[src/design/htw_pkg.sv]
`default_nettype none
// ----------------------------------------------------------------------------
// htw_pkg - shared types for the hierarchical timer wheel
// Request/result payloads, codes, controller states and the
// command/status bundles between controller and datapath.
// ----------------------------------------------------------------------------
package htw_pkg;

    localparam int PTR_W = 7;
    localparam logic [PTR_W-1:0] PTR_NIL = 7'd127;
    localparam int CNT_W = 7;
    localparam int HDL_W = 6;
    localparam int DLY_W = 32;

    typedef enum logic [1:0] {
        OP_SET   = 2'd0,
        OP_CLEAR = 2'd1,
        OP_TICK  = 2'd2
    } op_t;

    typedef enum logic [1:0] {
        KIND_SET     = 2'd0,
        KIND_CLEAR   = 2'd1,
        KIND_EXPIRED = 2'd2,
        KIND_QUIET   = 2'd3
    } kind_t;

    typedef enum logic [1:0] {
        STAT_OK         = 2'd0,
        STAT_FULL       = 2'd1,
        STAT_NOT_ACTIVE = 2'd2
    } stat_t;

    typedef enum logic [1:0] {
        ID_ZERO   = 2'd0,
        ID_ENTRY  = 2'd1,
        ID_HANDLE = 2'd2
    } id_src_t;

    typedef enum logic [4:0] {
        S_INIT,
        S_IDLE,
        S_SET,
        S_PUSH1,
        S_PUSH2,
        S_CLR,
        S_UNL1,
        S_UNL2,
        S_UNL3,
        S_TK_HEAD,
        S_TK_CHK,
        S_TK_ADV,
        S_CAS_RD,
        S_CAS_CLR,
        S_CAS_WALK,
        S_CAS_PICK
    } state_t;

    typedef struct packed {
        logic [1:0]       op;
        logic [DLY_W-1:0] delay_ticks;
        logic [HDL_W-1:0] handle;
    } req_t;

    typedef struct packed {
        logic [1:0]       kind;
        logic [HDL_W-1:0] timer_id;
        logic [1:0]       status;
        logic [CNT_W-1:0] active_count;
        logic             last;
    } res_t;

    typedef struct packed {
        logic [PTR_W-1:0] head;
        logic [PTR_W-1:0] tail;
    } bkt_t;

    typedef struct packed {
        state_t  step;
        logic    take;
        logic    emit;
        kind_t   kind;
        stat_t   stat;
        id_src_t id_src;
        logic    last;
    } cmd_t;

    typedef struct packed {
        logic init_last;
        logic pool_full;
        logic clr_ok;
        logic tail_ok;
        logic wrap;
        logic walk_ok;
        logic cas_stop;
        logic fire_last;
    } sts_t;

endpackage
`default_nettype wire

[src/design/htw_ctrl.sv]
`default_nettype none
// ----------------------------------------------------------------------------
// htw_ctrl - sequencer for the timer wheel
// Walks each request through its memory steps and decides result emission.
// ----------------------------------------------------------------------------
module htw_ctrl (
    input  wire logic          clk,
    input  wire logic          rst_n,
    input  wire logic          start,
    input  wire logic [1:0]    req_op,
    input  wire htw_pkg::sts_t sts,
    output htw_pkg::cmd_t      cmd,
    output logic               busy
);
    import htw_pkg::*;

    state_t state_reg, state_next;
    op_t    mode_reg, mode_next;
    logic   fired_reg, fired_next;
    logic   take;

    assign take = (state_reg == S_IDLE) && start;
    assign busy = (state_reg != S_IDLE);

    always_ff @(posedge clk or negedge rst_n)
    begin
        if (!rst_n)
        begin
            state_reg <= S_INIT;
            mode_reg  <= OP_TICK;
            fired_reg <= 1'b0;
        end
        else
        begin
            state_reg <= state_next;
            mode_reg  <= mode_next;
            fired_reg <= fired_next;
        end
    end

    // mode and fired flag
    always_comb
    begin
        mode_next  = mode_reg;
        fired_next = fired_reg;
        if (take)
        begin
            fired_next = 1'b0;
            if (req_op == OP_SET)
                mode_next = OP_SET;
            else if (req_op == OP_CLEAR)
                mode_next = OP_CLEAR;
            else
                mode_next = OP_TICK;
        end
        if (state_reg == S_UNL3 && mode_reg == OP_TICK)
            fired_next = 1'b1;
    end

    // next state
    always_comb
    begin
        state_next = state_reg;
        unique case (state_reg)
            S_INIT:     if (sts.init_last) state_next = S_IDLE;
            S_IDLE:
            begin
                if (start)
                begin
                    if (req_op == OP_SET)
                        state_next = S_SET;
                    else if (req_op == OP_CLEAR)
                        state_next = S_CLR;
                    else
                        state_next = S_TK_HEAD;
                end
            end
            S_SET:      state_next = sts.pool_full ? S_IDLE : S_PUSH1;
            S_PUSH1:    state_next = S_PUSH2;
            S_PUSH2:    state_next = (mode_reg == OP_SET) ? S_IDLE : S_CAS_WALK;
            S_CLR:      state_next = sts.clr_ok ? S_UNL1 : S_IDLE;
            S_UNL1:     state_next = S_UNL2;
            S_UNL2:     state_next = S_UNL3;
            S_UNL3:     state_next = (mode_reg == OP_CLEAR) ? S_IDLE : S_TK_HEAD;
            S_TK_HEAD:  state_next = S_TK_CHK;
            S_TK_CHK:   state_next = sts.tail_ok ? S_UNL1 : S_TK_ADV;
            S_TK_ADV:   state_next = sts.wrap ? S_CAS_RD : S_IDLE;
            S_CAS_RD:   state_next = S_CAS_CLR;
            S_CAS_CLR:  state_next = S_CAS_WALK;
            S_CAS_WALK:
            begin
                if (sts.walk_ok)
                    state_next = S_CAS_PICK;
                else if (sts.cas_stop)
                    state_next = S_IDLE;
                else
                    state_next = S_CAS_RD;
            end
            S_CAS_PICK: state_next = S_PUSH1;
            default:    state_next = S_IDLE;
        endcase
    end

    // command outputs
    always_comb
    begin
        cmd        = '0;
        cmd.step   = state_reg;
        cmd.take   = take;
        cmd.kind   = KIND_QUIET;
        cmd.stat   = STAT_OK;
        cmd.id_src = ID_ZERO;
        cmd.last   = 1'b1;
        unique case (state_reg)
            S_SET:
            begin
                cmd.emit = sts.pool_full;
                cmd.kind = KIND_SET;
                cmd.stat = STAT_FULL;
            end
            S_PUSH2:
            begin
                cmd.emit   = (mode_reg == OP_SET);
                cmd.kind   = KIND_SET;
                cmd.id_src = ID_ENTRY;
            end
            S_CLR:
            begin
                cmd.emit   = !sts.clr_ok;
                cmd.kind   = KIND_CLEAR;
                cmd.stat   = STAT_NOT_ACTIVE;
                cmd.id_src = ID_HANDLE;
            end
            S_UNL3:
            begin
                cmd.emit   = 1'b1;
                cmd.id_src = ID_ENTRY;
                if (mode_reg == OP_CLEAR)
                    cmd.kind = KIND_CLEAR;
                else
                begin
                    cmd.kind = KIND_EXPIRED;
                    cmd.last = sts.fire_last;
                end
            end
            S_TK_ADV:   cmd.emit = !fired_reg;
            default:    cmd.emit = 1'b0;
        endcase
    end

endmodule
`default_nettype wire

[config.mk]
export PLATFORM = sky130hd
export DESIGN_NAME = htw_ctrl
export DESIGN_NICKNAME = d
export VERILOG_FILES = /design/src/design/htw_pkg.sv /design/src/design/htw_ctrl.sv
export SDC_FILE = /design/constraint.sdc
export NUM_CORES = 1
export LEC_CHECK = 0
export ABC_CLOCK_PERIOD_IN_PS = 3160
export BUFFER_PORTS_ARGS = -buffer_cell sky130_fd_sc_hd__clkbuf_2
export CORE_MARGIN = 1
export CORE_UTILIZATION = 44
export DETAILED_ROUTE_END_ITERATION = 12
export PLACE_DENSITY = 0.78
export SKIP_CTS_REPAIR_TIMING = 1
export SLEW_MARGIN = 5
export SYNTH_ARGS = -nofsm -noshare
export SYNTH_HDL_FRONTEND = slang
export SYNTH_SLANG_ARGS = --single-unit
[constraint.sdc]
create_clock -name clk -period 3.16 [get_ports clk]
set_input_delay 0.316 -clock clk [delete_from_list [all_inputs] [get_ports clk]]
set_output_delay 0.316 -clock clk [all_outputs]
set_load 0.1 [all_outputs]
**Word-level counts from Yosys, hierarchy flattened**

Cells that the tools add are included.

- Equality and inequality tests: 21
- Multiplexer cells: 24
- Reduce and logical (&&, ||, !) cells: 11

Operator list:

| operator | number |
|---|---|
| $pmux 5 s16 | 1 |
| $eq 5x4->1 const B | 8 |
| $mux 4 | 8 |
| $eq 5x3->1 const B | 4 |
| $eq 5x2->1 const B | 2 |
| $mux 5 | 2 |
| $mux 2 | 4 |
| $pmux 2 s2 | 2 |
| $pmux 2 s3 | 1 |
| $eq 5x1->1 const B | 1 |
| $logic_not 5->1 | 1 |
| $ne 5x1->1 const B | 1 |
| $pmux 1 s5 | 1 |
| $eq 2x1->1 const B | 2 |
| $logic_not 2->1 | 2 |
| $mux 1 | 4 |
| $ne 2x2->1 const B | 2 |
| $reduce_or 2->1 | 2 |
| $mux 3 | 1 |
| $eq 2x2->1 const B | 1 |
| $logic_and 1x1->1 | 2 |
| $logic_not 1->1 | 2 |
| $reduce_and 2->1 | 1 |
| $reduce_bool 2->1 | 1 |

- Flip-flop bits (word level): 8
- Bits of input ports: 13
- Word-level logic and storage cells: 59

**Longest topological paths before layout**

- Word-level depth: 5
- Mapped depth: 6
- Mapped depth without buffers: 4

**Least setup slack after synthesis**

OpenSTA, ideal clock, no wires.

- Kind: register to output
- Start: register state_reg[3]
- End: output cmd[3] in the netlist's numbering
- Arrival: 3.317 ns
- Data required time: 2.844 ns
- Path slack: -0.473 ns
- Stages on the path, launching flop included: 4
- Path through: dfrtp_1 buf_2 buf_2 nor3_1

RTL lines:

| what | line | text |
|---|---|---|
| from (decl) | htw_ctrl.sv:17 | `state_t state_reg, state_next;` |
| from (signal assigned) | htw_ctrl.sv:35 | `state_reg <= state_next;` |
| to (decl) | htw_ctrl.sv:12 | `output htw_pkg::cmd_t cmd,` |

==> qor.yml <==
clock_network:
  clk_pin_slew_worst_paths_ns: 0.06
  cts_buffers: 3
  cts_buffer_depth: 2
  cts_max_level: 1
  cts_root_buffer: "clkbuf_4"
  clk_latency_ns: 0.26
  cts_sinks: 7
  cts_tree: "built"
die:
  io_pins: 28
  die_x_um: 43.2
  coreArea_sq_mm: 0.00154
  rows: 14
  start_util_pct: 48.5
  die_area_sq_mm: 0.00187
  fp.dieH_um: 43.2
global_routing:
  grt_pass1_vias: 750
  track_usage_pct: 22.0
  grt-busiest-layer: "met2"
  met2_usage_pct: 34.3
  grt_pass1_wl_mm: 3.15
  grt_start_max_net_pins: 23
  use_met1_pct: 30.2
  antenna_found_initial: 0
  grt_overflow: 0
  globalRouteMet3Util_pct: 3.83
critical_path:
  worstReg2RegStart: "state_reg[0]$_DFFE_PN0P_"
  cp-start-kind: "flop"
  rr_endpoint: "state_reg[0]$_DFFE_PN0P_"
  ff2ff_path_depth: 5
  critical_path_class: "reg -> out"
  crit_path_end_kind: "primary output"
  cp.required_ns: 2.84
  cp_max_fo: 22
  arrival_ns: 2.18
  worst-r2r-setup-slack_ns: 1.44
synth:
  synthTopCellsByCount: "nand2_1, nor2_1, a21oi_1"
  ys_ff_latch: 7
  syn_nets: 116
  async_flop_share_pct: 100
  ys.flop_type: "dfrtp_1"
  synth_area_per_cell_sq_um: 7.26
  ys_warn_count: 0
  synth_simple_gate_area_share_pct: 31.4
  synth-compound-area-share_pct: 29.4
  synth.lib_cells_used.distinct: 40
  yosysTopAreaCell: "dfrtp_1"
  synthAdderAreaFrac_pct: 0
  synth_xor_area_share_pct: 0
  ys_seq_area_share_pct: 23.6
  yosysMostFrequentCell: "nand2_1"
  syn-cell-area_sq_um: 748
  synth_top_area_share_pct: 20.1
  synthCells: 103
  synthMuxAreaShare_pct: 3.01
  synth_top_family_by_area: "simple AND/OR/NAND/NOR gates"
  synth.area.top_cells: "dfrtp_1, nand2_1, a21oi_1"
  synth-edff-count: 0
sta:
  grt_setup_unrepaired: "false"
  finClkSkew_ns: 0.0104
  fin_tns_setup_ns: 0
  finalCritPeriodShare_pct: 78.9
  slew_viol_final: 0
  relSlewSlack_pct: 56.3
  final-setup-viol-count: 0
  fmax_ghz: 0.401
  min_period_ns: 2.49
  tightest_slew_ns: 0.656
  hold_viol: 0
cells_and_area:
  seq_area_sq_um: 176
  post-route-cell-area_sq_um: 887
  multiInputGateArea_sq_um: 490
  nNetsFinal: 139
  drive_gt1_share_pct: 30.4
  areaGrowthSynthToFinish_pct: 18.6
  n_fill_cell: 146
  largest_register_ffs: 4
  antenna_cells: 0
detailed_routing:
  drc: 0
  viasPerCell: 5.85
  first_pass_iters: 4
  routed_wl_mm: 1.88
  vias: 825
  drt_iter0_markers: 25
  wl_per_cell_um: 13.3
  ant_nets: 0
status:
  outcome: "finished clean"
run:
  cap_violations: 0
placement:
  placed_area_sq_um: 851
  io_buffers: 26
  dp_hpwl_mm: 1.48
  place.gp.congestion: 0.845
min_path:
  hold_path.startpoint: "req_op[1]"
  hp-class: "in -> reg"
  min_to: "mode_reg[1]$_DFFE_PN1P_"
  whs_path_depth: 2
[final cells by class]
type / instances / area share [%]
Clock buffer: 4 / 2.96
Sequential cell: 7 / 19.9
Inverter: 7 / 2.96
Timing Repair Buffer: 28 / 16.6
Multi-Input combinational cell: 79 / 55.3
Tap cell: 16 / 2.26
[layer usage]
layer | part of all wire (%) | wire [um] | vias up
li1 | - | - | 413
met1 | 45 | 853 | 376
met2 | 48 | 894 | 33
met3 | 5.9 | 111 | 3
met4 | 1.0 | 19 | 0
met5 | 0 | 0 | -
[placed cells by master, fill, tap and decap left out, types with 3 or more instances in the layout]
cell and instances:
a21oi_1 7, a31oi_1 4, clkbuf_2 26, clkbuf_4 3, dfrtp_1 6, inv_1 4
nand2_1 11, nand2b_1 5, nor2_1 10, nor2b_1 4, nor3_1 5, o21ai_1 3
[worst max-delay path: stages (launching register included)]
cell and delay [ns]:
dfrtp_1 0.76, nand2b_1 0.26, or4_4 0.52, clkbuf_2 0.38
[per-stage QoR]
stage                     std cells  setup slack (ns)  hold slack [ns]  utilization, %
after floorplan                 103            0.0347           0.0204               -
after global placement          136              1.03            0.159            55.2
after detailed placement        136             0.983            0.159            55.2
after CTS                       140             0.704           -0.120            56.9
after global routing            141             0.558            0.339            57.5
final                           141             0.666            0.318            57.5
[worst max-delay path by stage]
stage                              from                       end  depth (start not counted)
2_1_floorplan  state_reg[0]$_DFFE_PN0P_  state_reg[2]$_DFFE_PN0P_                          5
3_3_place_gp   state_reg[3]$_DFFE_PN0P_                    cmd[0]                          3
3_5_place_dp   state_reg[3]$_DFFE_PN0P_                    cmd[0]                          3
4_1_cts        state_reg[3]$_DFFE_PN0P_                    cmd[0]                          3
5_1_grt        state_reg[3]$_DFFE_PN0P_                    cmd[0]                          3
6_report       state_reg[3]$_DFFE_PN0P_                    cmd[0]                          3
[cells by family after synthesis]
kind of cell           after synthesis
buffers and inverters               17
DFF                                  7
muxes                                2
other                                1
AOI/OAI and AO/OA                   32
and+or+nand+nor                     44
Power is left out: the tool's default activity adds up to more than one toggle a clock period on the data nets, which glitch-free logic cannot reach.
